--- src/rtl/spq_pkg.sv ---
// types and constants of the stable priority request queue
package spq_pkg;

  localparam int QUEUE_DEPTH = 16;
  localparam int CNT_W       = $clog2(QUEUE_DEPTH + 1);
  localparam int DATA_W      = 8;
  localparam int OCC_W       = 5;

  typedef enum logic {
    FUNC_INSERT  = 1'b0,
    FUNC_PROCESS = 1'b1
  } func_t;

  typedef enum logic [1:0] {
    ST_INSERTED = 2'd0,
    ST_SERVED   = 2'd1,
    ST_EMPTY    = 2'd2,
    ST_FULL     = 2'd3
  } status_t;

  typedef enum logic [2:0] {
    OP_NONE,
    OP_INSERT,
    OP_SERVE,
    OP_REPORT_EMPTY,
    OP_REJECT_FULL
  } op_t;

  typedef enum logic {
    CS_IDLE,
    CS_HOLD
  } ctrl_state_t;

  typedef struct packed {
    op_t op;
  } dp_cmd_t;

  typedef struct packed {
    logic q_full;
    logic q_empty;
  } dp_status_t;

endpackage

--- src/rtl/spq_ctrl.sv ---
// controller: transaction handshake and operation decode
module spq_ctrl (
  input  logic                clk,
  input  logic                rst_n,
  input  logic                in_valid,
  output logic                in_stall,
  input  logic                in_func,
  output logic                out_valid,
  input  logic                out_stall,
  input  spq_pkg::dp_status_t dp_status,
  output spq_pkg::dp_cmd_t    dp_cmd
);

  spq_pkg::ctrl_state_t state_r, state_nxt;
  logic                 accept;

  always_ff @(posedge clk) begin
    if (!rst_n) begin
      state_r <= spq_pkg::CS_IDLE;
    end else begin
      state_r <= state_nxt;
    end
  end

  always_comb begin
    state_nxt = state_r;
    in_stall  = 1'b0;
    out_valid = 1'b0;
    case (state_r)
      spq_pkg::CS_IDLE: begin
        in_stall = 1'b0;
      end
      spq_pkg::CS_HOLD: begin
        out_valid = 1'b1;
        // a result being taken frees the output register this cycle
        in_stall  = out_stall;
        if (!out_stall) begin
          state_nxt = spq_pkg::CS_IDLE;
        end
      end
      default: begin
        state_nxt = spq_pkg::CS_IDLE;
      end
    endcase
    accept = in_valid && !in_stall;
    if (accept) begin
      state_nxt = spq_pkg::CS_HOLD;
    end
  end

  always_comb begin
    dp_cmd.op = spq_pkg::OP_NONE;
    if (accept) begin
      if (in_func == spq_pkg::FUNC_INSERT) begin
        dp_cmd.op = dp_status.q_full ? spq_pkg::OP_REJECT_FULL : spq_pkg::OP_INSERT;
      end else begin
        dp_cmd.op = dp_status.q_empty ? spq_pkg::OP_REPORT_EMPTY : spq_pkg::OP_SERVE;
      end
    end
  end

endmodule

--- src/rtl/spq_datapath.sv ---
// datapath: sorted shift-register queue and result register
module spq_datapath (
  input  logic                              clk,
  input  logic                              rst_n,
  input  spq_pkg::dp_cmd_t                  dp_cmd,
  output spq_pkg::dp_status_t               dp_status,
  input  logic [spq_pkg::DATA_W-1:0]        in_device_id,
  input  logic [spq_pkg::DATA_W-1:0]        in_req_priority,
  output logic [1:0]                        out_status,
  output logic [spq_pkg::DATA_W-1:0]        out_served_device,
  output logic [spq_pkg::DATA_W-1:0]        out_served_priority,
  output logic [spq_pkg::OCC_W-1:0]         out_occupancy
);

  logic [spq_pkg::DATA_W-1:0] pri_r [spq_pkg::QUEUE_DEPTH];
  logic [spq_pkg::DATA_W-1:0] dev_r [spq_pkg::QUEUE_DEPTH];
  logic [spq_pkg::DATA_W-1:0] pri_nxt [spq_pkg::QUEUE_DEPTH];
  logic [spq_pkg::DATA_W-1:0] dev_nxt [spq_pkg::QUEUE_DEPTH];
  logic [spq_pkg::QUEUE_DEPTH-1:0] after_ins;
  logic [spq_pkg::CNT_W-1:0]  count_r, count_nxt;

  spq_pkg::status_t           status_r, status_nxt;
  logic [spq_pkg::DATA_W-1:0] sdev_r, sdev_nxt;
  logic [spq_pkg::DATA_W-1:0] spri_r, spri_nxt;
  logic [spq_pkg::OCC_W-1:0]  occ_r;
  logic                       res_load;

  assign dp_status.q_full  = (count_r == spq_pkg::CNT_W'(spq_pkg::QUEUE_DEPTH));
  assign dp_status.q_empty = (count_r == '0);

  // one comparator per slot: slot sits at or after the insertion point
  always_comb begin
    for (int i = 0; i < spq_pkg::QUEUE_DEPTH; i++) begin
      after_ins[i] = (count_r <= spq_pkg::CNT_W'(i)) || (pri_r[i] > in_req_priority);
    end
  end

  always_comb begin
    count_nxt  = count_r;
    status_nxt = spq_pkg::ST_INSERTED;
    sdev_nxt   = '0;
    spri_nxt   = '0;
    res_load   = 1'b1;
    for (int i = 0; i < spq_pkg::QUEUE_DEPTH; i++) begin
      pri_nxt[i] = pri_r[i];
      dev_nxt[i] = dev_r[i];
    end
    case (dp_cmd.op)
      spq_pkg::OP_INSERT: begin
        if (after_ins[0]) begin
          pri_nxt[0] = in_req_priority;
          dev_nxt[0] = in_device_id;
        end
        for (int i = 1; i < spq_pkg::QUEUE_DEPTH; i++) begin
          if (after_ins[i]) begin
            if (!after_ins[i-1]) begin
              pri_nxt[i] = in_req_priority;
              dev_nxt[i] = in_device_id;
            end else begin
              pri_nxt[i] = pri_r[i-1];
              dev_nxt[i] = dev_r[i-1];
            end
          end
        end
        count_nxt  = count_r + spq_pkg::CNT_W'(1);
        status_nxt = spq_pkg::ST_INSERTED;
      end
      spq_pkg::OP_SERVE: begin
        for (int i = 0; i < spq_pkg::QUEUE_DEPTH - 1; i++) begin
          pri_nxt[i] = pri_r[i+1];
          dev_nxt[i] = dev_r[i+1];
        end
        count_nxt  = count_r - spq_pkg::CNT_W'(1);
        status_nxt = spq_pkg::ST_SERVED;
        sdev_nxt   = dev_r[0];
        spri_nxt   = pri_r[0];
      end
      spq_pkg::OP_REPORT_EMPTY: begin
        status_nxt = spq_pkg::ST_EMPTY;
      end
      spq_pkg::OP_REJECT_FULL: begin
        status_nxt = spq_pkg::ST_FULL;
      end
      default: begin
        res_load = 1'b0;
      end
    endcase
  end

  always_ff @(posedge clk) begin
    if (!rst_n) begin
      count_r <= '0;
    end else begin
      count_r <= count_nxt;
    end
  end

  always_ff @(posedge clk) begin
    for (int i = 0; i < spq_pkg::QUEUE_DEPTH; i++) begin
      pri_r[i] <= pri_nxt[i];
      dev_r[i] <= dev_nxt[i];
    end
    if (res_load) begin
      status_r <= status_nxt;
      sdev_r   <= sdev_nxt;
      spri_r   <= spri_nxt;
      occ_r    <= spq_pkg::OCC_W'(count_nxt);
    end
  end

  assign out_status          = status_r;
  assign out_served_device   = sdev_r;
  assign out_served_priority = spri_r;
  assign out_occupancy       = occ_r;

endmodule

--- src/rtl/stable_priority_request_queue_unit.sv ---
// top level of the stable priority request queue
//
// sorted queue of device requests, 16 entries, lower priority value served
// first, equal priorities leave in arrival order.
// input channel: in_valid / in_stall with in_func (insert or process),
// in_device_id and in_req_priority. output channel: out_valid / out_stall
// with out_status, out_served_device, out_served_priority, out_occupancy.
// every input transaction gives exactly one result transaction.
// latency: the result is valid the cycle after the input is accepted.
// throughput: one transaction per cycle while out_stall is low; the whole
// shift-register queue with one comparator per slot updates in the
// accept cycle. a full queue drops an insert and reports full; processing
// an empty queue reports empty. both leave the queue unchanged.
// while out_stall holds a pending result, in_stall is raised and the
// result stays on the output ports.
// reset (rst_n low, synchronous) empties the queue and clears out_valid.
module stable_priority_request_queue_unit (
  input  logic                       clk,
  input  logic                       rst_n,
  input  logic                       in_valid,
  output logic                       in_stall,
  input  logic                       in_func,
  input  logic [spq_pkg::DATA_W-1:0] in_device_id,
  input  logic [spq_pkg::DATA_W-1:0] in_req_priority,
  output logic                       out_valid,
  input  logic                       out_stall,
  output logic [1:0]                 out_status,
  output logic [spq_pkg::DATA_W-1:0] out_served_device,
  output logic [spq_pkg::DATA_W-1:0] out_served_priority,
  output logic [spq_pkg::OCC_W-1:0]  out_occupancy
);

  spq_pkg::dp_cmd_t    dp_cmd;
  spq_pkg::dp_status_t dp_status;

  spq_ctrl u_ctrl (
    .clk       (clk),
    .rst_n     (rst_n),
    .in_valid  (in_valid),
    .in_stall  (in_stall),
    .in_func   (in_func),
    .out_valid (out_valid),
    .out_stall (out_stall),
    .dp_status (dp_status),
    .dp_cmd    (dp_cmd)
  );

  spq_datapath u_datapath (
    .clk                 (clk),
    .rst_n               (rst_n),
    .dp_cmd              (dp_cmd),
    .dp_status           (dp_status),
    .in_device_id        (in_device_id),
    .in_req_priority     (in_req_priority),
    .out_status          (out_status),
    .out_served_device   (out_served_device),
    .out_served_priority (out_served_priority),
    .out_occupancy       (out_occupancy)
  );

endmodule

--- config.mk ---
export PLATFORM = sky130hd
export DESIGN_NAME = stable_priority_request_queue_unit
export DESIGN_NICKNAME = d
export VERILOG_FILES = /design/src/rtl/spq_pkg.sv /design/src/rtl/spq_ctrl.sv /design/src/rtl/spq_datapath.sv /design/src/rtl/stable_priority_request_queue_unit.sv
export SDC_FILE = /design/constraint.sdc
export NUM_CORES = 1
export LEC_CHECK = 0
export ABC_AREA = 1
export BUFFER_PORTS_ARGS = -buffer_cell sky130_fd_sc_hd__buf_2
export CAP_MARGIN = 20
export CORE_UTILIZATION = 35
export DETAILED_ROUTE_END_ITERATION = 12
export PLACE_DENSITY = 0.5
export SKIP_LAST_GASP = 1
export SYNTH_ARGS = -nofsm -noshare
export SYNTH_HDL_FRONTEND = slang
export SYNTH_SLANG_ARGS = --single-unit
--- constraint.sdc ---
create_clock -name clk -period 7.83 [get_ports clk]
set_input_delay 0.3915 -clock clk [delete_from_list [all_inputs] [get_ports clk]]
set_output_delay 0.3915 -clock clk [all_outputs]
set_load 0.1 [all_outputs]
==> reports/qor.yml, run 1 <==
use_met2_pct: 34.2
ys_top_cells_by_area: "edfxtp_1, nand2_1, nand3_1"
top_usage_layer: "met2"
holdPathStages: 3
h-tree-depth: 2
drive_gt1_share_pct: 6.41
grt_pass1_vias: 16100
clk_pin_slew_ps: 60
fin_skew_ps: 20.1
r2r_slack_ps: 3390
syn_area_sq_um: 19000
ys_warn_count: 0
rr_worst_depth: 9
synth_nets: 2604
setup_viol: 0
numCtsBuffers: 36
relSlewSlack_pct: 25.6
internal_power_w: 0.00379
rows: 85
syn_area_per_cell_sq_um: 7.77
drt_iter0_markers: 1386
hold_class: "in -> reg"
rsz0062_at_grt: "false"
clockBufferDepth: 3
grt.total_usage_pct: 21.0
cp_data_arrival_time_ps: 4730
yosys-top-cells-count: "nand2_1, nand3_1, inv_1, edfxtp_1, ha_1"
dieArea_sq_um: 55300
place_inst: 3097
synth_edf_count: 279
worst_slew_pin_slew_ps: 1120
ir_worst_vdd_v: 0.000173
finalCriticalPeriod_ps: 4440
status: "completed"
timing.rr.end: "u_datapath.pri_r[3][3]$_DFFE_PP_"
diodes: 0
synth_top_area_share_pct: 44.0
grt.overflow.total: 0
holdBufCountCts: 0
postSynthCellCount: 2450
port_buffers: 45
drv_cap: 0
crit_type: "reg -> reg"
start_util_pct: 35.4
synth.most_common_cell: "nand2_1"
cts_setup_buffers: 0
yosysSeqAreaShare_pct: 44.6
clock_latency_ps: 550
area_delta_synth_final_pct: 8.89
cts_tree: "built"
grt_pass1_wl_microns: 91400
antenna_found_initial: 0
first_pass_iters: 5
swShare_pct: 39.9
ant_nets: 0
p_per_area_nw_per_um2: 304
synth_seq_cells: 285
gp_congestion: 0.824
pwr-share-comb_pct: 35.8
core_sq_um: 53800
pin_count: 46
cts.repair.resized: 0
yosysUniqueCellTypes: 33
clock_sinks: 285
async_flop_share_pct: 0
hpwl_microns: 39500
power.switching_w: 0.00252
die_h_microns: 235
cp.required_ps: 8120
gr-usage-met1_pct: 28.5
drv_slew: 0
yosysTopAreaCell: "edfxtp_1"
die_w_microns: 235
hold_ws_ps: 71.6
drc: 0
r2r-start: "u_datapath.count_r[3]$_SDFF_PN0_"
seq_power_share_pct: 39.4
cp_max_fo: 103
finalCritPeriodShare_pct: 56.7
synthFlopType: "edfxtp_1"
grt_max_degree: 132
clockPowerShare_pct: 24.8
cp-end-kind: "flop"
p_leak_nw: 10.1
wirelength_microns: 58500
worstHoldStart: "in_valid"
wire_per_inst_microns: 18.5
via_count: 16400
min_to: "u_ctrl.state_r$_SDFF_PN0_"
cp-start-kind: "flop"
grtUsageMet3_pct: 2.97
setup_tns_ps: 0
final_hold_viol_count: 0
cts-root-buf: "clkbuf_16"
vias_per_cell: 5.18
fin_cells: 3160
fmax_mhz: 225
num-nets-final: 2593
-- critical path, cell delays in order, from the launching register on --
cell	delay, ps
dfxtp_1	440
inv_4	160
nand2_2	90
nor2_4	140
nand2_2	310
nand2_8	560
buf_4	850
buf_4	900
a31oi_1	300
buf_4	280
-- logic make-up after synthesis --
| logic type | share of synthesized area, % |
|---|---|
| compound gates | 3.35 |
| fa+ha+maj | 8.74 |
| xor+xnor | 0.0920 |
| simple gates | 33.2 |
| flops | 44.6 |
| buf+inv | 9.93 |
-- through the flow --
| stage | power, W | area [sq um] | setup slack [ps] | utilization (%) |
|---|---|---|---|---|
| floorplan | 0.00413 | 19000 | 4430 | - |
| global placement | 0.00471 | 19700 | 3530 | 36.5 |
| detailed placement | 0.00477 | 19700 | 3420 | 36.5 |
| CTS | 0.00636 | 20700 | 3390 | 38.5 |
| global route | 0.00675 | 20700 | 3000 | 38.5 |
| finish | 0.00631 | 20700 | 3390 | 38.5 |
-- final cells by class --
| type | instances | area (sq um) |
|---|---|---|
| Sequential cell | 285 | 8500 |
| Tap cell | 696 | 871 |
| Fill cell | 5564 | 33100 |
| Clock inverter | 12 | 85.1 |
| Multi-Input combinational cell | 1729 | 8670 |
| Timing Repair Buffer | 73 | 435 |
| Inverter | 314 | 1190 |
| Clock buffer | 51 | 978 |
-- sequential cells by signal, indices dropped and copies added, names as in the netlist --
signal                          count
u_datapath.out_occupancy            5
u_datapath.out_served_device        8
u_datapath.out_status               2
u_datapath.pri_r                  128
u_datapath.dev_r                  128
u_datapath.out_served_priority      8
u_ctrl.state_r                      1
u_datapath.count_r                  5
-- worst max-delay path by stage --
stage / start / slack [ps] / depth (start not counted) / to
after floorplan: in_req_priority[7] / 4430 / 9 / u_datapath.dev_r[0][40]$_DFFE_PP_
after global placement: u_datapath.count_r[2]$_SDFF_PN0_ / 3530 / 9 / u_datapath.pri_r[3][1]$_DFFE_PP_
after detailed placement: u_datapath.count_r[2]$_SDFF_PN0_ / 3420 / 9 / u_datapath.pri_r[3][3]$_DFFE_PP_
after CTS: u_datapath.count_r[2]$_SDFF_PN0_ / 3390 / 9 / u_datapath.dev_r[0][50]$_DFFE_PP_
after global routing: u_datapath.count_r[2]$_SDFF_PN0_ / 3000 / 9 / u_datapath.dev_r[0][50]$_DFFE_PP_
final: u_datapath.count_r[3]$_SDFF_PN0_ / 3390 / 9 / u_datapath.pri_r[3][3]$_DFFE_PP_
-- cell usage in the layout, fill, tap and decap left out, drive strengths merged, types with 6 or more instances in the layout --
cell type / netlist / final
a31oi: 15 / 15
nand3: 472 / 472
nor2: 77 / 77
nand2: 924 / 924
o21ai: 31 / 31
a21oi: 39 / 39
ha: 133 / 133
dfxtp: 6 / 6
edfxtp: 279 / 279
inv: 314 / 316
clkinv: 0 / 9
a21o: 14 / 14
buf: 79 / 73
nand4: 16 / 16
clkbuf: 43 / 51
-- metal layers --
layer / vias up / share of wire [%]
met3: 110 / 5.3
li1: 7992 / -
met1: 7832 / 46
met2: 420 / 46
met5: - / 0
met4: 0 / 2.9
-- power by group through the flow --
stage	clock network, W	registers, W	logic [W]
floorplan	0	0.00250	0.00163
global placement	0	0.00251	0.00220
detailed placement	0	0.00252	0.00226
CTS	0.00160	0.00249	0.00227
global route	0.00165	0.00252	0.00258
finish	0.00156	0.00249	0.00226
Power figures use the tool's default switching activity.
==> run 2: changes to the inputs <==
ABC_AREA = 0   (was 1)
PLACE_DENSITY = 0.51   (was 0.5)
clock period = 3.8 ns   (was 7.83 ns; I/O delays follow)
==> reports/qor.yml, run 2 <==
vias_per_cell: 6.05  # was 5.18
drive_gt1_share_pct: 10.4  # was 6.41%
start_util_pct: 35.4  # about the same
crit_family: "buffers and inverters"  # unchanged
final_common_cell: "nor2_1"  # was nand2_1
yosys-top-cells-count: "nor2_1, edfxtp_1, o31ai_1, a21oi_1, a31oi_1"  # was nand2_1, nand3_1, inv_1, edfxtp_1, ha_1
grt_max_degree: 120  # was 132
synth_edf_count: 279  # unchanged
cp_data_arrival_time_ps: 3200  # was 4730 ps
rsz0062_at_grt: "false"  # unchanged
hpwl_microns: 47300  # was 39500 microns
cp-start-kind: "flop"  # unchanged
dieArea_sq_um: 56500  # was 55300 sq um
crit_buf_inv: 3  # was 4
synth.most_common_cell: "nor2_1"  # was nand2_1
via_count: 17300  # was 16400
async_flop_share_pct: 0  # unchanged
rows: 86  # was 85
grt.total_usage_pct: 23.7  # was 21.0%
first_pass_iters: 5  # unchanged
cp.required_ps: 4040  # was 8120 ps
top_regs: "u_datapath.dev_r x128, u_datapath.pri_r x128"  # unchanged
gp_congestion: 0.898  # was 0.824
ys_warn_count: 0  # unchanged
wirelength_microns: 69000  # was 58500 microns
cp_max_fo: 20  # was 103
hold_class: "in -> reg"  # unchanged
port_buffers: 45  # unchanged
crit_type: "reg -> reg"  # unchanged
p_per_area_nw_per_um2: 694  # was 304 nW/um^2
synthFlopType: "edfxtp_1"  # unchanged
die_w_microns: 238  # was 235 microns
die_h_microns: 238  # was 235 microns
grt_pass1_vias: 16200  # was 16100
drv_slew: 0  # unchanged
antenna_found_initial: 0  # unchanged
ys_top_cells_by_area: "edfxtp_1, ha_1, o31ai_1"  # was edfxtp_1, nand2_1, nand3_1
clock_latency_ps: 560  # was 550 ps
cts_setup_buffers: 0  # unchanged
cp_slowest_cell: "dfxtp_1"  # was buf_4
grt_pass1_wl_microns: 102000  # was 91400 microns
diodes: 0  # unchanged
core_sq_um: 55000  # was 53800 sq um
postSynthCellCount: 2101  # was 2450
fmax_mhz: 338  # was 225 MHz
ir_worst_vdd_v: 0.000294  # was 0.000173 V
num-nets-final: 2243  # was 2593
ant_nets: 0  # unchanged
h-tree-depth: 2  # unchanged
pin_count: 46  # unchanged
grt.overflow.total: 0  # unchanged
layout_common_cells: "nor2_1, edfxtp_1, o31ai_1, a21oi_1, a31oi_1"  # was nand2_1, nand3_1, inv_1, edfxtp_1, ha_1
status: "completed"  # unchanged
yosysSeqAreaShare_pct: 43.7  # was 44.6%
max_stage_delay_ps: 590  # was 900 ps
setup_tns_ps: 0  # unchanged
total_power_w: 0.0151  # was 0.00631 W
holdBufCountCts: 3  # was 0
clk_pin_slew_ps: 60  # about the same
cts-root-buf: "clkbuf_16"  # unchanged
finalCriticalPeriod_ps: 2960  # was 4440 ps
drv_cap: 0  # unchanged
setup_viol: 0  # unchanged
drc: 0  # unchanged
cts_tree: "built"  # unchanged
synth_nets: 2255  # was 2604
finalCritPeriodShare_pct: 77.8  # was 56.7%
worst_slew_pin_slew_ps: 955  # was 1120 ps
critPathMostFrequentCell: "buf_4"  # unchanged
clockBufferDepth: 3  # unchanged
yosysUniqueCellTypes: 59  # was 33
synth_seq_cells: 285  # unchanged
drt_iter0_markers: 1765  # was 1386
wire_per_inst_microns: 24.1  # was 18.5 microns
syn_area_per_cell_sq_um: 9.26  # was 7.77 sq um
cp-end-kind: "flop"  # unchanged
area_delta_synth_final_pct: 11.8  # was 8.89%
fin_skew_ps: 21.7  # was 20.1 ps
numCtsBuffers: 35  # was 36
syn_area_sq_um: 19500  # was 19000 sq um
yosysTopAreaCell: "edfxtp_1"  # unchanged
final_hold_viol_count: 0  # unchanged
cts.repair.resized: 0  # unchanged
relSlewSlack_pct: 36.3  # was 25.6%
clock_sinks: 285  # unchanged
path_cells: "inv_1, ha_1, or4b_4, nand3_4, buf_4, a21oi_1, buf_4"  # was inv_4, nand2_2, nor2_4, nand2_2, nand2_8, buf_4, buf_4, a31oi_1, buf_4
synth_top_area_share_pct: 43.1  # was 44.0%
p_leak_nw: 7.95  # was 10.1 nW
fill_cells: 5468  # was 5564
-- run 2: cell types whose count changed after synthesis, sizes merged, moves of 147 or more --
cell,change
nand2,-821
nand3,-465
nor2,+263
inv,-246
o31ai,+205
a21oi,+160
a31oi,+147
-- run 2: layout make-up --
class	instances	area [sq um]	share of cell area (%)
multi-input cells	1542	9810	45.1
flip-flops and latches	285	8500	39.1
repair buffers	156	1180	5.45
clock buffers	47	993	4.57
well taps	748	936	4.30
inverters	69	259	1.19
clock inverters	15	68.8	0.316
-- run 2: kinds of logic (layout without fill, tap and decap cells) --
logic type | Yosys count | after routing | share of synthesized area, %
xor+xnor | 3 | 3 | 0.135
simple gates | 567 | 567 | 12.5
fa+ha+maj | 133 | 133 | 8.55
flops | 285 | 285 | 43.7
compound gates | 839 | 839 | 29.0
buf+inv | 274 | 287 | 6.15
-- run 2: per-stage QoR --
| stage | utilization (%) | cells | cell area [sq um] | worst slack (ps) | hold WS (ps) |
|---|---|---|---|---|---|
| 2_1_floorplan | - | 2101 | 19500 | 260 | 304 |
| 3_3_place_gp | 37.3 | 2783 | 20500 | 902 | 410 |
| 3_5_place_dp | 37.5 | 2789 | 20600 | 809 | 419 |
| 4_1_cts | 39.5 | 2854 | 21700 | 825 | 108 |
| 5_1_grt | 39.6 | 2862 | 21800 | 594 | 118 |
| 6_report | 39.6 | 2862 | 21800 | 843 | 129 |
-- run 2: power by group --
group	total (W)	switching, W	internal [W]
combinational	0.00619	0.00402	0.00217
clock	0.00322	0.00139	0.00183
sequential	0.00568	0.000778	0.00490
total	0.0151	0.00619	0.00890
-- run 2: final timing paths --
path	start	endpoint	slack, ps	depth (start not counted)
max	u_datapath.count_r[0]$_SDFF_PN0_	u_datapath.pri_r[1][8]$_DFFE_PP_	840	7
min	in_req_priority[0]	u_datapath.pri_r[7][8]$_DFFE_PP_	130	3
max reg2reg	u_datapath.count_r[0]$_SDFF_PN0_	u_datapath.pri_r[1][8]$_DFFE_PP_	840	7
min reg2reg	u_datapath.dev_r[0][2]$_DFFE_PP_	u_datapath.out_served_device[2]$_SDFFCE_PN0P_	580	2
-- run 2: tightest hold or removal path: stages --
cell	delay, ps
buf_2	160
nand2_1	80
o32ai_1	80
-- run 2: metal layers --
metal,vias up,global-route usage (%),routed length (microns)
li1,8062,-,-
met1,8417,33.2,30900
met2,746,36.7,30700
met3,98,4.03,5220
met4,0,8.21,2200
met5,-,0,0
